--- src/sv/iapm_pkg.sv ---
// shared constants, types and config layout for the inverse affine pixel mapper
package iapm_pkg;

  localparam int COORD_BITS  = 12;
  localparam int FRAC_BITS   = 16;
  localparam int COEF_BITS   = 20;
  localparam int SIZE_BITS   = 13;
  localparam int Q_BITS      = FRAC_BITS + 1;
  localparam int QUEUE_DEPTH = 4;
  localparam int QPTR_BITS   = $clog2(QUEUE_DEPTH);
  localparam int QCNT_BITS   = $clog2(QUEUE_DEPTH + 1);
  localparam int CFG_IDX_BITS = 3;

  typedef enum logic [CFG_IDX_BITS-1:0] {
    REG_COEF_XX      = 3'd0,
    REG_COEF_XY      = 3'd1,
    REG_COEF_XT      = 3'd2,
    REG_COEF_YX      = 3'd3,
    REG_COEF_YY      = 3'd4,
    REG_COEF_YT      = 3'd5,
    REG_IMAGE_WIDTH  = 3'd6,
    REG_IMAGE_HEIGHT = 3'd7
  } cfg_idx_t;

  typedef struct packed {
    logic signed [COEF_BITS-1:0] coef_xx;
    logic signed [COEF_BITS-1:0] coef_xy;
    logic signed [COEF_BITS-1:0] coef_xt;
    logic signed [COEF_BITS-1:0] coef_yx;
    logic signed [COEF_BITS-1:0] coef_yy;
    logic signed [COEF_BITS-1:0] coef_yt;
    logic [SIZE_BITS-1:0]        image_width;
    logic [SIZE_BITS-1:0]        image_height;
  } cfg_t;

  // normalized coordinates handed from front to back
  typedef struct packed {
    logic [Q_BITS-1:0] u;
    logic [Q_BITS-1:0] r;
  } norm_t;

  // queue status seen by the top level
  typedef struct packed {
    logic             full;
    logic             empty;
    logic [QCNT_BITS-1:0] count;
  } queue_stat_t;

endpackage

--- src/sv/iapm_queue.sv ---
// small fifo between the normalizing front and the mapping back
module iapm_queue import iapm_pkg::*; (
  input  logic        clk,
  input  logic        rst,
  input  logic        push,
  input  norm_t       push_data,
  input  logic        pop,
  output norm_t       head,
  output queue_stat_t stat
);

  norm_t                mem [0:QUEUE_DEPTH-1];
  logic [QPTR_BITS-1:0] wr_ptr, rd_ptr;
  logic [QCNT_BITS-1:0] count;

  always_ff @(posedge clk) begin
    if (rst) begin
      wr_ptr <= '0;
      rd_ptr <= '0;
      count  <= '0;
    end else begin
      if (push) wr_ptr <= wr_ptr + 1'b1;
      if (pop)  rd_ptr <= rd_ptr + 1'b1;
      count <= count + QCNT_BITS'(push) - QCNT_BITS'(pop);
    end
  end

  always_ff @(posedge clk) begin
    if (push) mem[wr_ptr] <= push_data;
  end

  assign head       = mem[rd_ptr];
  assign stat.count = count;
  assign stat.full  = count == QCNT_BITS'(QUEUE_DEPTH);
  assign stat.empty = count == '0;

endmodule

--- config.mk ---
export PLATFORM = sky130hd
export DESIGN_NAME = iapm_queue
export DESIGN_NICKNAME = d
export VERILOG_FILES = /design/src/sv/iapm_pkg.sv /design/src/sv/iapm_queue.sv
export SDC_FILE = /design/constraint.sdc
export NUM_CORES = 1
export LEC_CHECK = 0
export ABC_CLOCK_PERIOD_IN_PS = 2500
export BUFFER_PORTS_ARGS = -buffer_cell sky130_fd_sc_hd__clkbuf_2
export CAP_MARGIN = 20
export CORE_ASPECT_RATIO = 0.5
export CORE_MARGIN = 1
export CORE_UTILIZATION = 59
export CTS_BUF_LIST = sky130_fd_sc_hd__clkbuf_4 sky130_fd_sc_hd__clkbuf_8
export DETAILED_ROUTE_END_ITERATION = 6
export GPL_ROUTABILITY_DRIVEN = 1
export HOLD_SLACK_MARGIN = 0.03
export MAX_ROUTING_LAYER = met4
export PLACE_DENSITY = 0.82
export SETUP_SLACK_MARGIN = 0.05
export SLEW_MARGIN = 15
export SYNTH_ARGS = -nofsm -noshare
export SYNTH_HDL_FRONTEND = slang
export SYNTH_SLANG_ARGS = --single-unit
--- constraint.sdc ---
create_clock -name clk -period 2.5 [get_ports clk]
set_input_delay 0.25 -clock clk [delete_from_list [all_inputs] [get_ports clk]]
set_output_delay 0.25 -clock clk [all_outputs]
set_load 0.05 [all_outputs]
Word-level counts from Yosys, hierarchy flattened --
Memory sizes are Yosys's and may differ from the RTL's. A register that Yosys moved wholly into a read port is not among the register bits. Cells that the tools add are included.
Word-level totals: register bits 7, bits in writable memories 136, input port bits 38, output and inout port bits 39, word-level logic and storage cells 14, memories kept 1
Operators by class: add/sub/neg operators 4, equality and inequality tests 1, muxes and demuxes 4, reductions and logical operators 1
Memories:
- mem | words 4, width 34, read ports 1, clocked after memory_dff 1, write ports 1, RTL line iapm_queue.sv:12 | norm_t mem [0:QUEUE_DEPTH-1];
Operator list (count):
- adder 2 x 1 -> 2 bit (second input constant) | 2
- two-way mux 2 bit | 2
- adder 3 x 1 -> 3 bit | 1
- == test 3 bit (second input constant) | 1
- logical NOT 3 bit | 1
- subtractor 3 x 1 -> 3 bit | 1
- two-way mux 1 bit | 2

Longest topological paths before layout --
depth in word-level cells 3, depth in mapped cells 7, mapped depth without buffers 7

Worst setup path after synthesis --
Ideal clock, no wire load.
path type register to register, from register count[0], to register count[2], library setup time 111 ps, arrival time 1964 ps, required time 2389 ps, slack 425 ps, stages on the path, launching flop included 8, buffers on the path 0, period minus slack after synthesis 2075 ps, cell sequence dfxtp_1 > inv_1 > ha_1 > inv_1 > ha_1 > fa_1 > xor3_1 > nor2_1
Between the ends: longest elaborated chain between the ends 2
Ends and longest elaborated chain:
- from (decl) | RTL line iapm_queue.sv:14 | logic [QCNT_BITS-1:0] count;
- from (signal assigned) | RTL line iapm_queue.sv:24 | count <= count + QCNT_BITS'(push) - QCNT_BITS'(pop);
- adder 3 x 1 -> 3 bit | RTL line iapm_queue.sv:24
- subtractor 3 x 1 -> 3 bit | RTL line iapm_queue.sv:24
No other way between the ends. A chain may end at the register's enable or synchronous reset.

==> summary.md <==
| Metric | Value |
|---|---|
| Status | `complete, no violations` |
| HP Start | `push_data[26]` |
| Pwr Density | `approximately 840 mW/mm2` |
| Global-route met2 utilization | `0.3367` |
| Starting DRC count in detailed routing | `roughly 130` |
| Setup slack, reg-to-reg | `between 700 and 800 ps` |
| IO buf count | `76` |
| Max Cap Violations | `0` |
| Top cell type's share of synthesized area | `0.7571` |
| Number of synthesized flops with an enable pin | `around 140` |
| Share of cells above drive strength 1 | `0.4502` |
| Worst setup endpoint | `head[30]` |
| Remaining DRCs | `0` |
| Core Region | `0.008798 mm2` |
| VDD IR max | `about 0.00041 V` |
| WP data required | `~2300 ps` |
| Final hold violation count | `0` |
| Vias/cell | `approximately 5.6` |
| Syn Area/Cell | `approximately 25 um2` |
| Hpwl dp | `roughly 5700 um` |
| Syn. warnings | `0` |
| Chip Width | `137.2 um` |
| Synth top area cells | `edfxtp_1 76%, mux4_2 13%, dfxtp_1 3.3%, mux4_1 1.9%, ha_1 1.4%` |
| CTS resizes | `0` |
| DRT Pass-1 Iters | `5` |
| Hold WC Path Type | `primary input to flop` |
| LEAKAGE | `0.002217 uW` |
| Nature of the critical path startpoint | `flop` |
| Mapped Area | `~0.0054 mm2` |
| Clk root buf | `clkbuf_8` |
| Synth unique cells | `22` |
| Vias in the first global route | `approximately 2,700` |
| Synth Net Count | `265` |
| Final min period | `2281 ps` |
| Vias | `between 2,000 and 2,500` |
| Crit Path Class | `flop to output port` |
| GR peak layer | `met2` |
| Wire per inst | `just under 20 um` |
| Total power | `5307 uW` |
| Largest net degree at the start of global routing | `35` |
| Nets | `around 360` |
| Tcrit/Tclk final | `0.9123` |
| Total CTS buffers | `17` |
| Worst r2r dst | `count[2]` |
| Syn-to-layout area delta | `16.56%` |
| Diode count | `0` |
| Register area share after synthesis | `0.7905` |
| Top Ports | `between 70 and 80` |
| Yosys top cell by area | `edfxtp_1` |
| Finish-stage setup viols | `0` |
| Placer's final routability congestion estimate | `0.7105` |
| Critical path data arrival time | `2030 ps` |
| CTS tree | `yes` |
| Global Route Usage Sum | `0.2115` |
| CTS sink cnt | `approximately 150` |
| Yosys reg bits | `approximately 150` |
| Initial antenna violation count | `0` |
| Max clock buf depth | `2` |
| Setup TNS | `0 ps` |
| Syn Inst Count | `220` |
| Setup crit end kind | `output port` |
| Asr flop ratio synth | `0` |
| Worst Reg-to-Reg Cells | `7` |
| Primary FF master, synth | `edfxtp_1` |
| Initial Util | `0.6131` |
| Worst rel slew slack | `0.5976` |
| Final ANT Viol Nets | `0` |
| Cell with the most instances after synthesis | `edfxtp_1` |
| RSZ-0062 raised after global routing | `no` |
| Met1 Resource Use GR | `0.2605` |
| Worst slew pin tran | `roughly 600 ps` |
| Final Max Slew Viols | `0` |
| Met3 Use GR | `0.05775` |
| Total wire length | `between 8000 and 9000 um` |
| Layout fillers | `between 400 and 500` |
| Number of H-tree levels | `4` |
| Worst reg2reg path startpoint | `count[0]` |
| Top cells by count, synth | `136 x edfxtp_1, 30 x mux4_2, 9 x dfxtp_1` |
| Global-route wire length before repair | `approximately 14,000 um` |
| Max Freq | `~0.44 GHz` |
| Critical path fanouts, max | `19` |
| Std-Cell Rows | `24` |
| Worst skew pair latency | `420 ps` |
| Clk slew on worst S/H paths | `70 ps` |
| Die H | `a little under 70 um` |
| Clock skew | `5.611 ps` |
| Die Area | `around 0.0096 mm2` |
| Total gr overflow | `0` |
-- cells by family after synthesis --
family,count (synthesis),synth area share
buf+inv,14,0.02088
xor+xnor,3,0.007655
simple gates,14,0.01392
flops,145,0.7905
mux,35,0.1466
fa+ha+maj,7,0.01763
compound gates,2,0.002783
-- placed cells by master, fill, tap and decap left out, types with 4 or more instances in the layout --
| cell type | Yosys | final |
|---|---|---|
| clkinv_1 | 0 | 4 |
| clkbuf_4 | 0 | 5 |
| nor2_1 | 5 | 5 |
| buf_4 | 0 | 8 |
| mux4_2 | 30 | 30 |
| mux4_1 | 4 | 4 |
| clkbuf_8 | 0 | 17 |
| clkbuf_2 | 0 | 76 |
| ha_1 | 6 | 6 |
| edfxtp_1 | 136 | 136 |
| and2_2 | 0 | 4 |
| inv_1 | 6 | 6 |
| dfxtp_1 | 9 | 7 |
-- worst min-delay path by stage --
stage,to,slack [ps],depth (start not counted)
finish,mem[1][26],50,1
floorplan,count[0],320,1
global route,mem[3][30],30,1
CTS,mem[1][26],30,1
detailed placement,mem[2][31],470,1
global placement,mem[2][28],460,1
-- sequential cells by signal, indices dropped and copies added, names as in the netlist, named ones only --
name    flops
mem       136
count       3
wr_ptr      2
rd_ptr      2
-- critical path, stage by stage, from the launching register on --
cell and delay, ps:
dfxtp_2 650, buf_4 360, mux4_1 340, clkbuf_2 260
-- report_power, final --
| group | switching (uW) | internal, uW |
|---|---|---|
| Sequential | 52.7 | 2790 |
| Combinational | 613 | 278 |
| Clock | 759 | 816 |
| Total | 1420 | 3880 |
-- per-layer routing --
layer,vias to the layer above,part of all wire
met5,-,0
met3,19,0.051
li1,1115,-
met2,82,0.51
met1,1274,0.42
met4,0,0.019
-- final cells by class --
| class | instances | area (um2) | area share |
|---|---|---|---|
| Sequential cell | 145 | 4267 | 0.6786 |
| Multi-Input combinational cell | 61 | 1022 | 0.1626 |
| Timing Repair Buffer | 88 | 490.5 | 0.07801 |
| Clock buffer | 22 | 271.5 | 0.04318 |
| Tap cell | 117 | 146.4 | 0.02328 |
| Clock inverter | 9 | 67.56 | 0.01075 |
| Inverter | 6 | 22.52 | 0.003582 |
-- per-stage QoR --
stage	utilization	cell area, um2	setup slack [ps]	std cells	hold slack [ps]
final	0.7146	6287	219.3	448	50.29
after global routing	0.7146	6287	132.4	448	32.62
after CTS	0.7135	6277	208.7	447	30.54
after detailed placement	0.6726	5918	649.7	414	471.9
after global placement	0.6726	5918	696.0	414	462.3
after floorplan	-	5394	425.5	220	321.6
-- timing repair --
| action | 4_1_cts | 5_1_grt |
|---|---|---|
| hold endpoints to repair | 3 | 4 |
| buffers inserted | 0 | 0 |
| hold buffers | 2 | 1 |
No activity file was read; power rests on OpenSTA's default activity.
