### config.mk
export PLATFORM = sky130hd
export DESIGN_NAME = iapm_front
export DESIGN_NICKNAME = d
export VERILOG_FILES = /design/src/sv/iapm_pkg.sv /design/src/sv/iapm_front.sv
export SDC_FILE = /design/constraint.sdc
export NUM_CORES = 2
export LEC_CHECK = 0
export BUFFER_PORTS_ARGS = -buffer_cell sky130_fd_sc_hd__buf_4
export CAP_MARGIN = 0
export CELL_PAD_IN_SITES_DETAIL_PLACEMENT = 1
export CELL_PAD_IN_SITES_GLOBAL_PLACEMENT = 2
export CORE_MARGIN = 5
export CORE_UTILIZATION = 25
export CTS_CLUSTER_SIZE = 14
export DETAILED_ROUTE_END_ITERATION = 8
export PLACE_DENSITY_LB_ADDON = 0.1
export SETUP_SLACK_MARGIN = 0.4
export SLEW_MARGIN = 25
export SYNTH_ARGS = -nofsm -noshare
export SYNTH_HDL_FRONTEND = slang
export SYNTH_SLANG_ARGS = --single-unit
export TNS_END_PERCENT = 10
### constraint.sdc
create_clock -name clk -period 12.8 [get_ports clk]
set_input_delay 2.56 -clock clk [delete_from_list [all_inputs] [get_ports clk]]
set_output_delay 2.56 -clock clk [all_outputs]
set_load 0.02 [all_outputs]
### src/sv/iapm_pkg.sv
// shared constants, types and config layout for the inverse affine pixel mapper
package iapm_pkg;

  localparam int COORD_BITS  = 12;
  localparam int FRAC_BITS   = 16;
  localparam int COEF_BITS   = 20;
  localparam int SIZE_BITS   = 13;
  localparam int Q_BITS      = FRAC_BITS + 1;
  localparam int QUEUE_DEPTH = 4;
  localparam int QPTR_BITS   = $clog2(QUEUE_DEPTH);
  localparam int QCNT_BITS   = $clog2(QUEUE_DEPTH + 1);
  localparam int CFG_IDX_BITS = 3;

  typedef enum logic [CFG_IDX_BITS-1:0] {
    REG_COEF_XX      = 3'd0,
    REG_COEF_XY      = 3'd1,
    REG_COEF_XT      = 3'd2,
    REG_COEF_YX      = 3'd3,
    REG_COEF_YY      = 3'd4,
    REG_COEF_YT      = 3'd5,
    REG_IMAGE_WIDTH  = 3'd6,
    REG_IMAGE_HEIGHT = 3'd7
  } cfg_idx_t;

  typedef struct packed {
    logic signed [COEF_BITS-1:0] coef_xx;
    logic signed [COEF_BITS-1:0] coef_xy;
    logic signed [COEF_BITS-1:0] coef_xt;
    logic signed [COEF_BITS-1:0] coef_yx;
    logic signed [COEF_BITS-1:0] coef_yy;
    logic signed [COEF_BITS-1:0] coef_yt;
    logic [SIZE_BITS-1:0]        image_width;
    logic [SIZE_BITS-1:0]        image_height;
  } cfg_t;

  // normalized coordinates handed from front to back
  typedef struct packed {
    logic [Q_BITS-1:0] u;
    logic [Q_BITS-1:0] r;
  } norm_t;

  // queue status seen by the top level
  typedef struct packed {
    logic             full;
    logic             empty;
    logic [QCNT_BITS-1:0] count;
  } queue_stat_t;

endpackage

### src/sv/iapm_front.sv
// front end: accepts coordinates and normalizes them with pipelined dividers
module iapm_front import iapm_pkg::*; (
  input  logic                  clk,
  input  logic                  rst,
  input  cfg_t                  cfg,
  input  logic                  en,
  input  logic                  in_valid,
  input  logic [COORD_BITS-1:0] out_col,
  input  logic [COORD_BITS-1:0] out_row,
  output logic                  push,
  output norm_t                 push_data
);

  logic                 valid [0:Q_BITS];
  logic [SIZE_BITS-1:0] rem_u [0:Q_BITS];
  logic [SIZE_BITS-1:0] rem_r [0:Q_BITS];
  logic [Q_BITS-1:0]    q_u   [0:Q_BITS];
  logic [Q_BITS-1:0]    q_r   [0:Q_BITS];
  logic                 ovf_u [0:Q_BITS];
  logic                 ovf_r [0:Q_BITS];
  logic                 nb_u  [0:Q_BITS];
  logic                 nb_r  [0:Q_BITS];

  // first stage: saturation check and initial partial remainder
  always_ff @(posedge clk) begin
    if (rst) begin
      valid[0] <= 1'b0;
    end else if (en) begin
      valid[0] <= in_valid;
    end
  end

  always_ff @(posedge clk) begin
    if (en) begin
      ovf_u[0] <= {2'b00, out_col} >= {cfg.image_width, 1'b0};
      ovf_r[0] <= {2'b00, out_row} >= {cfg.image_height, 1'b0};
      rem_u[0] <= {2'b00, out_col[COORD_BITS-1:1]};
      rem_r[0] <= {2'b00, out_row[COORD_BITS-1:1]};
      nb_u[0]  <= out_col[0];
      nb_r[0]  <= out_row[0];
      q_u[0]   <= '0;
      q_r[0]   <= '0;
    end
  end

  // one quotient bit per stage
  for (genvar k = 1; k <= Q_BITS; k++) begin : g_div
    logic [SIZE_BITS:0] tu, tr, du, dr;
    logic               geu, ger;

    always_comb begin
      tu  = {rem_u[k-1], (k == 1) ? nb_u[k-1] : 1'b0};
      tr  = {rem_r[k-1], (k == 1) ? nb_r[k-1] : 1'b0};
      du  = tu - {1'b0, cfg.image_width};
      dr  = tr - {1'b0, cfg.image_height};
      geu = tu >= {1'b0, cfg.image_width};
      ger = tr >= {1'b0, cfg.image_height};
    end

    always_ff @(posedge clk) begin
      if (rst) begin
        valid[k] <= 1'b0;
      end else if (en) begin
        valid[k] <= valid[k-1];
      end
    end

    always_ff @(posedge clk) begin
      if (en) begin
        rem_u[k] <= geu ? du[SIZE_BITS-1:0] : tu[SIZE_BITS-1:0];
        rem_r[k] <= ger ? dr[SIZE_BITS-1:0] : tr[SIZE_BITS-1:0];
        q_u[k]   <= {q_u[k-1][Q_BITS-2:0], geu};
        q_r[k]   <= {q_r[k-1][Q_BITS-2:0], ger};
        ovf_u[k] <= ovf_u[k-1];
        ovf_r[k] <= ovf_r[k-1];
        nb_u[k]  <= nb_u[k-1];
        nb_r[k]  <= nb_r[k-1];
      end
    end
  end

  assign push        = en & valid[Q_BITS];
  assign push_data.u = ovf_u[Q_BITS] ? '1 : q_u[Q_BITS];
  assign push_data.r = ovf_r[Q_BITS] ? '1 : q_r[Q_BITS];

endmodule

Word level (Yosys, flattened, before mapping)

Memory sizes are Yosys's and may differ from the RTL's.
Index checks and enable logic that the tools add are counted.

Register bits after elaboration: 0
Bits in writable memories: 1170
Input port bits: 174
Word-level logic and storage cells: 158
Memories kept: 9

$add $sub $neg: 34
Order comparisons: 36
Muxes and demuxes: 60
Bitwise operators: 19

Memories:

| memory      | depth | bits a word | read ports | clocked after Yosys merged registers in | write ports | line             | source |
|---|---|---|---|---|---|---|---|
| q_r         | 18    | 17          | 18         | 0                                       | 18          | iapm_front.sv:18 | `logic [Q_BITS-1:0] q_r [0:Q_BITS];` |
| q_u         | 18    | 17          | 18         | 0                                       | 18          | iapm_front.sv:17 | `logic [Q_BITS-1:0] q_u [0:Q_BITS];` |
| rem_r       | 18    | 13          | 17         | 0                                       | 18          | iapm_front.sv:16 | `logic [SIZE_BITS-1:0] rem_r [0:Q_BITS];` |
| rem_u       | 18    | 13          | 17         | 0                                       | 18          | iapm_front.sv:15 | `logic [SIZE_BITS-1:0] rem_u [0:Q_BITS];` |
| nb_r        | 18    | 1           | 17         | 0                                       | 18          | iapm_front.sv:22 | `logic nb_r [0:Q_BITS];` |
| nb_u        | 18    | 1           | 17         | 0                                       | 18          | iapm_front.sv:21 | `logic nb_u [0:Q_BITS];` |
| +3 memories | -     | -           | -          | -                                       | -           | -                |  |

Operator list:

| cell                                             | count |
|---|---|
| 14-bit by 13-bit >= comparator with 1-bit output | 34 |
| 13-bit 2-to-1 mux                                | 34 |
| 13-bit subtractor                                | 34 |
| 17-bit 2-to-1 mux                                | 2 |
| 12-bit by 14-bit >= comparator with 1-bit output | 2 |
| 1-bit 2-to-1 mux                                 | 24 |
| 1-bit bitwise OR                                 | 18 |
| 1-bit AND                                        | 1 |

Longest topological paths before layout

Depth in word-level cells: 4
Depth in mapped cells: 12
Mapped depth without buffers: 9

Least setup slack after synthesis

Ideal clock, no wire load.

Path kind: input to register
Start: input port cfg[13] (netlist name)
End: memory rem_u[10][10], data pin
Setup time: 0.260 ns
Arrival time: 6.190 ns
Setup slack: 6.350 ns
Stages: 12
Buffers on the path: 3
Cells stage by stage: buf_2 > inv_1 > clkbuf_1 > fa_1 > a211oi_1 > o21bai_1 > nor2_1 > o41ai_2 > a21oi_2 > inv_1 > buf_4 > mux2_2

RTL lines:

| item        | line             | source |
|---|---|---|
| from (decl) | iapm_front.sv:5  | `input cfg_t cfg,` |
| to (decl)   | iapm_front.sv:15 |  |

==> reports/results.txt <==
final setup margin: 6750 ps
share of layout cells above drive strength 1: 17.0%
Net Switching: 5.15 mW
gr ovfl total: 0
Worst setup EP type: register
worst hold path type: register to register
sequential area share after synthesis: 47.6%
EDFF count, synth: 800
Power Density: 244 nW/um^2
Mapped Cells: 4170
Starting Density: 25.0%
# hold bufs at CTS: 0
design area: 58200 sq um
most common cell after layout, fill and taps aside: edfxtp_1
relative slew slack: 32.0%
crit-path max cell delay: 830 ps
startpoint types: input port
overall power: 14.2 mW
hold slack: 404 ps
RSZ-0062 raised after global routing: no
FMAX: 165 MHz
pre-CTS WS: 5830 ps
Yosys cell types: 82
number of max-cap violations: 0
P_leak: 21.8 nW
Detail Placement HPWL: 96.5 mm
clock buffer depth: 3
top_reg_cell synth: edfxtp_1
clock power share: 22.9%
Final Max Slew Viols: 0
cell mode on critical path: buf_4
Tightest Pin Transition: 1020 ps
Async SR Flop Fraction: 0%
cts repair resizes: 0
Comb power frac: 45.7%
Avg Inst Size Synth: 12.1 sq um
Seq cells post-synth: 800
antenna violations before repair: 10
global-route wire length before repair: 216 mm
Final Cycle Share: 47.3%
CP delay by family, top: buffers and inverters
status: complete, no violations
CP bufs+invs: 4
Sink Count: 800
crit path kind: input port to register
vias in the first global route: 35400
Area Growth Syn to Fin: 15.3%
WP data required: 13290 ps
Worst Path Arrival: 6540 ps
Setup Viol. Count Final: 0
die height: 459 um
wire length per cell: 19.7 um
Avg Vias per Cell: 4.65
first-pass detailed-route iteration total: 5
clock latency on the worst-skew pair: 740 ps
Max IR drop VDD: 0.110 mV
Placed Area: 54400 sq um
Die X: 459 um
GRT Resource Usage Total: 13.1%
Net Count, Synth: 4836
Synth Cell Area: 50500 sq um
post-route ant nets: 0
drt total wl: 140 mm
Syn. warnings: 0
Final Hold Viols: 0
cts bufs inserted: 109
Top Ports: 209
post-CTS setup buffer count: 0
via count: 33000
CTS tree: yes
drc violations: 0
TNS Setup: 0 ps
Clock Pin Slew Worst Setup and Hold Paths: 60 ps
post-layout net count: 4997
largest net degree at the start of global routing: 136
slowest CP cell: nor4_4
internal power consumption: 9.06 mW
sequential share of power: 31.4%
Switching Fraction: 36.2%
post-route clock skew: 20.2 ps
# rows: 165
PortBufs: 88
CP Max Fanout: 22
H-tree depth: 3
clock root cell: clkbuf_16
most frequent cells in the layout: edfxtp_1 (800), ha_1 (460), nor2_1 (320)
die area: 211000 sq um
area of the core: 201000 sq um
fin crit period: 6050 ps
critical path cell sequence: buf_4 > inv_2 > buf_4 > buf_4 > fa_1 > a211oi_2 > o21ai_0 > a21oi_1 > a21oi_1 > nor4_4 > mux2_2
Initial DRC Count: 1546
gpl congestion: 0.724
cell families after synthesis:
group | share of synthesized area [%]
xor+xnor | 4.86
flops | 47.6
buf+inv | 2.02
compound gates | 15.0
simple gates | 9.21
mux | 8.66
fa+ha+maj | 12.7
routing by layer:
layer  part of all wire, %  GRT usage, %  vias up
li1                      -             -    16400
met2                    47          21.8      283
met1                    48          17.9    16200
met3                   2.7          1.69      149
met4                   2.1          3.52        0
met5                     0             0        -
final timing paths:
path | startpoint | to | slack [ps] | cells after the start
setup reg to reg | rem_r[10][0] | rem_r[11][2] | 9280 | 7
setup / recovery | cfg[0] | rem_r[3][3] | 6750 | 11
hold reg to reg | q_u[10][9] | q_u[11][10] | 400 | 0
hold / removal | q_u[10][9] | q_u[11][10] | 400 | 0
cells in the mapped netlist (55+ instances only):
| master | count | area (sq um) |
|---|---|---|
| a21o_1 | 110 | 826 |
| a21oi_1 | 283 | 1420 |
| edfxtp_1 | 800 | 24000 |
| ha_1 | 460 | 5760 |
| inv_1 | 131 | 492 |
| mux2_2 | 252 | 2840 |
| nand2_1 | 159 | 597 |
| nand3_1 | 66 | 330 |
| nand4_1 | 55 | 344 |
| nor2_1 | 320 | 1200 |
| nor2b_1 | 80 | 500 |
| nor3_1 | 78 | 390 |
| o21a_1 | 72 | 541 |
| o21ai_0 | 170 | 851 |
| xnor2_1 | 169 | 1480 |
| xor2_1 | 111 | 972 |
per-stage QoR:
stage,instances,utilization [%]
finish,7098,28.9
global route,7098,28.9
CTS,7097,28.9
detailed placement,6892,27.0
global placement,6890,27.0
floorplan,4170,-
state kept, by name, summed over array words and instances, names as in the netlist, 18 cells and up:
name	cells
ovf_r	18
rem_u	219
rem_r	219
ovf_u	18
q_r	153
valid	18
q_u	153
layout make-up:
cell class              instances  area (sq um)
repair buffers                134          1050
multi-input cells            3155         25500
flip-flops and latches        800         24000
inverters                     131           492
fillers                     22100        143000
clock buffers                 122          2800
diodes                          1          2.50
clock inverters                83          1010
well taps                    2672          3340
power groups by stage:
stage	registers (mW)	logic [mW]	clock network [mW]
2_1_floorplan	4.29	5.18	0
3_3_place_gp	4.55	6.56	0
3_5_place_dp	4.54	6.57	0
4_1_cts	4.49	6.63	3.41
5_1_grt	4.55	7.30	3.51
6_report	4.46	6.50	3.25
No activity file was read; power rests on OpenSTA's default activity.
