[src/sv/iapm_pkg.sv]
// shared constants, types and config layout for the inverse affine pixel mapper
package iapm_pkg;

  localparam int COORD_BITS  = 12;
  localparam int FRAC_BITS   = 16;
  localparam int COEF_BITS   = 20;
  localparam int SIZE_BITS   = 13;
  localparam int Q_BITS      = FRAC_BITS + 1;
  localparam int QUEUE_DEPTH = 4;
  localparam int QPTR_BITS   = $clog2(QUEUE_DEPTH);
  localparam int QCNT_BITS   = $clog2(QUEUE_DEPTH + 1);
  localparam int CFG_IDX_BITS = 3;

  typedef enum logic [CFG_IDX_BITS-1:0] {
    REG_COEF_XX      = 3'd0,
    REG_COEF_XY      = 3'd1,
    REG_COEF_XT      = 3'd2,
    REG_COEF_YX      = 3'd3,
    REG_COEF_YY      = 3'd4,
    REG_COEF_YT      = 3'd5,
    REG_IMAGE_WIDTH  = 3'd6,
    REG_IMAGE_HEIGHT = 3'd7
  } cfg_idx_t;

  typedef struct packed {
    logic signed [COEF_BITS-1:0] coef_xx;
    logic signed [COEF_BITS-1:0] coef_xy;
    logic signed [COEF_BITS-1:0] coef_xt;
    logic signed [COEF_BITS-1:0] coef_yx;
    logic signed [COEF_BITS-1:0] coef_yy;
    logic signed [COEF_BITS-1:0] coef_yt;
    logic [SIZE_BITS-1:0]        image_width;
    logic [SIZE_BITS-1:0]        image_height;
  } cfg_t;

  // normalized coordinates handed from front to back
  typedef struct packed {
    logic [Q_BITS-1:0] u;
    logic [Q_BITS-1:0] r;
  } norm_t;

  // queue status seen by the top level
  typedef struct packed {
    logic             full;
    logic             empty;
    logic [QCNT_BITS-1:0] count;
  } queue_stat_t;

endpackage

[src/sv/iapm_back.sv]
// back end: affine transform, range check and scaling to source pixels
module iapm_back import iapm_pkg::*; (
  input  logic                  clk,
  input  logic                  rst,
  input  cfg_t                  cfg,
  input  logic                  avail,
  input  norm_t                 head,
  output logic                  pop,
  output logic                  out_valid,
  input  logic                  out_ready,
  output logic                  in_range,
  output logic [COORD_BITS-1:0] src_x,
  output logic [COORD_BITS-1:0] src_y
);

  localparam int PW = COEF_BITS + FRAC_BITS + 2;
  localparam int FW = COEF_BITS + 2;
  localparam int SW = COEF_BITS + 4;
  localparam int MW = Q_BITS + SIZE_BITS;
  localparam int DW = SIZE_BITS + 1;
  localparam logic signed [SW-1:0] ONE_S = SW'(1) << FRAC_BITS;

  logic en;
  logic v1, v2, v3, v4;

  assign en  = !v4 || out_ready;
  assign pop = en && avail;

  always_ff @(posedge clk) begin
    if (rst) begin
      v1 <= 1'b0;
      v2 <= 1'b0;
      v3 <= 1'b0;
      v4 <= 1'b0;
    end else if (en) begin
      v1 <= avail;
      v2 <= v1;
      v3 <= v2;
      v4 <= v3;
    end
  end

  // stage 1: the four matrix products
  logic signed [FRAC_BITS+1:0] us, vs;
  logic signed [PW-1:0]        pxu, pxv, pyu, pyv;

  assign us = $signed({1'b0, head.u});
  assign vs = $signed((FRAC_BITS+2)'(1) << FRAC_BITS) - $signed({1'b0, head.r});

  always_ff @(posedge clk) begin
    if (en) begin
      pxu <= cfg.coef_xx * us;
      pxv <= cfg.coef_xy * vs;
      pyu <= cfg.coef_yx * us;
      pyv <= cfg.coef_yy * vs;
    end
  end

  // stage 2: floored products summed with translation, range check
  logic signed [SW-1:0] xs, ys, yinv;
  logic                 inr2;
  logic [Q_BITS-1:0]    xq, yq;

  always_comb begin
    xs = SW'(FW'(pxu >>> FRAC_BITS)) + SW'(FW'(pxv >>> FRAC_BITS)) + SW'(cfg.coef_xt);
    ys = SW'(FW'(pyu >>> FRAC_BITS)) + SW'(FW'(pyv >>> FRAC_BITS)) + SW'(cfg.coef_yt);
    yinv = ONE_S - ys;
  end

  always_ff @(posedge clk) begin
    if (en) begin
      inr2 <= (xs >= 0) && (xs <= ONE_S) && (ys >= 0) && (ys <= ONE_S)
              && (cfg.image_width != '0) && (cfg.image_height != '0);
      xq   <= xs[Q_BITS-1:0];
      yq   <= yinv[Q_BITS-1:0];
    end
  end

  // stage 3: scale by image size
  logic [MW-1:0] mx, my;
  logic          inr3;

  always_ff @(posedge clk) begin
    if (en) begin
      mx   <= MW'(xq) * MW'(cfg.image_width);
      my   <= MW'(yq) * MW'(cfg.image_height);
      inr3 <= inr2;
    end
  end

  // stage 4: clamp to last column and row, output register
  logic [DW-1:0]        sx, sy;
  logic [SIZE_BITS-1:0] wm1, hm1;

  always_comb begin
    wm1 = cfg.image_width - 1'b1;
    hm1 = cfg.image_height - 1'b1;
    sx  = mx[MW-1:FRAC_BITS];
    sy  = my[MW-1:FRAC_BITS];
    if (sx > {1'b0, wm1}) sx = {1'b0, wm1};
    if (sy > {1'b0, hm1}) sy = {1'b0, hm1};
  end

  always_ff @(posedge clk) begin
    if (en) begin
      in_range <= inr3;
      src_x    <= inr3 ? sx[COORD_BITS-1:0] : '0;
      src_y    <= inr3 ? sy[COORD_BITS-1:0] : '0;
    end
  end

  assign out_valid = v4;

endmodule

[config.mk]
export PLATFORM = sky130hd
export DESIGN_NAME = iapm_back
export DESIGN_NICKNAME = d
export VERILOG_FILES = /design/src/sv/iapm_pkg.sv /design/src/sv/iapm_back.sv
export SDC_FILE = /design/constraint.sdc
export NUM_CORES = 2
export LEC_CHECK = 0
export BUFFER_PORTS_ARGS = -buffer_cell sky130_fd_sc_hd__buf_2
export CAP_MARGIN = 20
export CORE_MARGIN = 2
export CORE_UTILIZATION = 47
export CTS_CLUSTER_SIZE = 30
export DETAILED_ROUTE_END_ITERATION = 12
export GPL_TIMING_DRIVEN = 1
export SYNTH_ARGS = -nofsm -noshare
export SYNTH_HDL_FRONTEND = slang
export SYNTH_SLANG_ARGS = --single-unit
[constraint.sdc]
create_clock -name clk -period 16.6 [get_ports clk]
set_input_delay 2.49 -clock clk [delete_from_list [all_inputs] [get_ports clk]]
set_output_delay 2.49 -clock clk [all_outputs]
set_load 0.02 [all_outputs]
[After elaboration in Yosys (flattened, before gate mapping)]
Cells that the tools add are included.
Storage, ports and cells
  register bits after elaboration: 277
  memory bits (read-only): 0
  bits in latches: 0
  logic and storage cells: 49
  input port bits: 184
  memory bits (writable): 0
  memories kept: 0
  output and inout port bits: 27
Cells by class
  bitwise logic cells: 0
  $mul: 6
  $lt $le $gt $ge: 6
  add/subtract/negate cells: 8
  equality and inequality tests: 0
  mux-type cells: 2
  reduce and logical (&&, ||, !) cells: 10
  div/mod/pow operators: 0
  shift operators: 0
Operator list (count)
  multiplier 20 x 18 -> 38 bit: 4
  multiplier 17 x 13 -> 30 bit: 2
  adder 23 x 20 -> 24 bit: 2
  greater-or-equal comparator 24 x 1 -> 1 bit, second input constant: 2
  less-or-equal comparator 24 x 18 -> 1 bit, second input constant: 2
  adder 22 x 22 -> 23 bit: 2
  > comparator 14 x 13 -> 1 bit: 2
  nonzero test 13 bit: 2
  subtractor 13 x 1 -> 13 bit, second input constant: 2
  2-to-1 mux 12 bit: 2
  subtractor 17 x 17 -> 18 bit, first input constant: 1
  subtractor 17 bit, first input constant: 1
  logical AND 1 bit: 6
  logical NOT 1 bit: 1
  logical OR 1 bit: 1

[Longest topological paths before layout]
  depth after elaboration: 8
  mapped depth: 33
  gate-level depth less buffers: 30

[Least setup slack after synthesis]
Ideal clock, no wire load.
  path type: input to output
  from: input out_ready
  to: output pop
  buffers on the path: 1
  data required time: 14.110 ns
  slack: 5.908 ns
  cell stages on the path: 3
  arrival: 8.202 ns
  cells stage by stage: nand2b_1 clkbuf_1 and2_1
Between the ends
  cells in the longest elaborated chain, start to end: 2
Ends and longest elaborated chain
  start, declared: line iapm_back.sv:10  | input logic out_ready,
  logical OR 1 bit: line iapm_back.sv:26  | assign en = !v4 || out_ready;
  logical AND 1 bit: line iapm_back.sv:27  | assign pop = en && avail;
  end, declared: line iapm_back.sv:8  | output logic pop,
No other way between the ends.

[Final worst setup path]
  from: input head[0] (netlist bit)
  to: register pyv[37], data pin
Between the ends
  cells in the longest elaborated chain, start to end: 2
Ends and longest elaborated chain
  start, declared: line iapm_back.sv:7  | input norm_t head,
  subtractor 17 x 17 -> 18 bit: line iapm_back.sv:48  | assign vs = $signed((FRAC_BITS+2)'(1) << FRAC_BITS) - $signed({1'b0, head.r});
  multiplier 20 x 18 -> 38 bit: line iapm_back.sv:55  | pyv <= cfg.coef_yy * vs;
  end signal, assigned: line iapm_back.sv:55
  end, declared: line iapm_back.sv:45  | logic signed [PW-1:0] pxu, pxv, pyu, pyv;
No other way between the ends.
A chain may end at the register's enable or synchronous reset.

==> flow_summary.ini <==
[timing]
period_minus_slack_ns = 11.51
tightest_slew_ns = 1.10
max_slew_margin = 0.257
slew_viol_final = 0
rsz0062_at_grt = no
fin_worst_skew_ns = 0.0187
hold_viol = 0
setup_viol = 0
tns_ns = 0
max_freq_ghz = 0.0869
fin_crit_sh = 0.693

[floorplanning]
core_sq_um = 154000
fp.dieW_um = 397
initial_utilization = 0.472
fp-row-count = 144
fp.dieH_um = 397
io_pins = 211
dieArea_sq_um = 157000

[global_route]
antenna_found_initial = 29
grt_pass1_vias = 54600
overflow = 0
grt_max_degree = 67
grt_pass1_wl_um = 297000
grt_usage = 0.239

[cts]
cts_sinks = 181
clk_path_buf_depth = 2
clkLatencyLatePin_ns = 0.47
cts_root_buf = clkbuf_16
cts_setup_buffers = 0
clk_pin_slew_ns = 0.08
cts_tree = built
numCtsBuffers = 17
htree_num_levels = 4
cts_resized = 0
hold_buffers = 0

[setup_path]
r2r_cells = 18
cpMostUsedCell = fa_1
cpMaxStageDelayCell = or4_1
cp-start-kind = input pin
r2r_start = xq[7]
critPathLaunch = head[0]
crit_type = input pin to flop
critPathMaxFanout = 41
crit_required_ns = 16.80
arrival_ns = 11.71
ff2ff_setup_slack_ns = 10.07
crit_family = simple AND/OR/NAND/NOR gates
slowest_delay_ns = 0.98
end_kind = flop
regToRegEndpoint = mx[29]
crit_buf_inv = 7

[layout]
final_cell_area_sq_um = 75800
fill_cells = 14600
area_delta_synth_final_pct = 4.57
nets = 10200
drive_gt1_frac = 0.0428

[logic_synthesis]
synth_area_sq_um = 72400
synth.area.top_cells = fa_1, ha_1, inv_1, edfxtp_1, nand2_1
yosysWarningCount = 0
syn_nets = 10300
avgSynthCellArea_sq_um = 9.34
synthArstFlopShare = 0
yosys-top-cells-count = inv_1, fa_1, nand2_1
synth_seq_area_share = 0.0745
yosysMostFrequentCell = inv_1
synth.top_cell.area_share = 0.490
synthFlopType = edfxtp_1
synth_edf_count = 177
synth.distinct_cells = 83
ys_seq_elements = 181
syn_inst = 7757
synth_top_cell_by_area = fa_1

[placed_design]
dpl_cell_area_sq_um = 75100
numPortBuffers = 210
place_hpwl_um = 145000
gp_congestion = 0.867

[min_path]
worstHoldPathCells = 2
worstHoldStart = v3
min_to = out_valid
worst_hold_path_type = flop to flop

[drt]
routed_wl_um = 180000
num_vias = 50600
postRouteAntennaNets = 0
routedWlPerCell_um = 18.5
post-route-drc-count = 0
drtIter0Drc = 2822
vias_per_cell = 5.20
first_pass_iters = 6

[status]
status = complete, no violations

[flow_run]
maxCapViolCount = 0
flip-flops by register name, summed over array words and instances (netlist names), 12 cells and up:
signal and flops:
src_x 12, mx 14, yq 17, pyv 22, my 14, pxv 22
src_y 12, pxu 22, xq 17, pyu 22
area by class of cell:
class | instances | area, sq um | share of cell area
multi-input combinational | 5306 | 58700 | 0.774
antenna | 11 | 27.5 | 0.000363
inverter | 1919 | 7200 | 0.0951
clock buffer | 17 | 425 | 0.00562
timing repair buffer | 242 | 1290 | 0.0170
tap | 2044 | 2560 | 0.0338
clock inverter | 15 | 186 | 0.00246
sequential | 181 | 5400 | 0.0712
per-stage QoR:
step | setup WS, ns | util | instances | hold slack [ns]
floorplan | 5.91 | - | 7757 | 0.400
global placement | 4.86 | 0.489 | 9692 | 0.437
detailed placement | 4.64 | 0.489 | 9692 | 0.445
CTS | 5.12 | 0.493 | 9724 | 0.456
global route | 4.54 | 0.493 | 9728 | 0.479
finish | 5.09 | 0.493 | 9735 | 0.453
per-layer routing:
metal  global-route usage  up-vias  routed length, um
met4               0.0467       14               3580
met2                0.410     1245              89000
li1                     -    22600                  -
met3               0.0191      202               9360
met5                    0        -                 86
met1                0.335    26500              77900
cell families after synthesis:
logic type	Yosys count	synth area share
adders and majority gates	2354	0.590
and+or+nand+nor	2273	0.148
AOI/OAI and AO/OA	461	0.0425
xor gates and xnor gates	208	0.0251
muxes	10	0.00138
DFF	181	0.0745
buffers and inverters	2270	0.118
cells in the final DEF, fill, tap and decap left out, drive strengths merged, types with 16 or more instances in the layout:
cell	n
clkbuf	17
xnor2	138
nand3	30
inv	1925
a21o	54
ha	582
or2	20
o21ai	88
xor2	70
buf	242
nand2	1257
a31oi	16
nand4	20
fa	1772
or3	22
and2	606
nand2b	19
nor4	16
o21a	30
a211oi	33
and3	56
a21oi	126
nor2	138
nor3	33
edfxtp	177
nor2b	17
worst min-delay path: cells and delay by family, from the launching register on:
kind | cells | cell delay [ns]
compound gates | 1 | 0.05
buf+inv | 1 | 0.06
flops | 1 | 0.30
how the worst max path moves through the flow:
stage,end,slack [ns],cells after the start
CTS,pyv[37],5.12,29
global route,pyv[37],4.54,28
floorplan,pop,5.91,3
finish,pyv[37],5.09,29
global placement,pyv[37],4.86,29
detailed placement,pyv[37],4.64,29
Power is not shown: default switching activity piles up to over one toggle a cycle in this logic, so the estimate is an artifact.
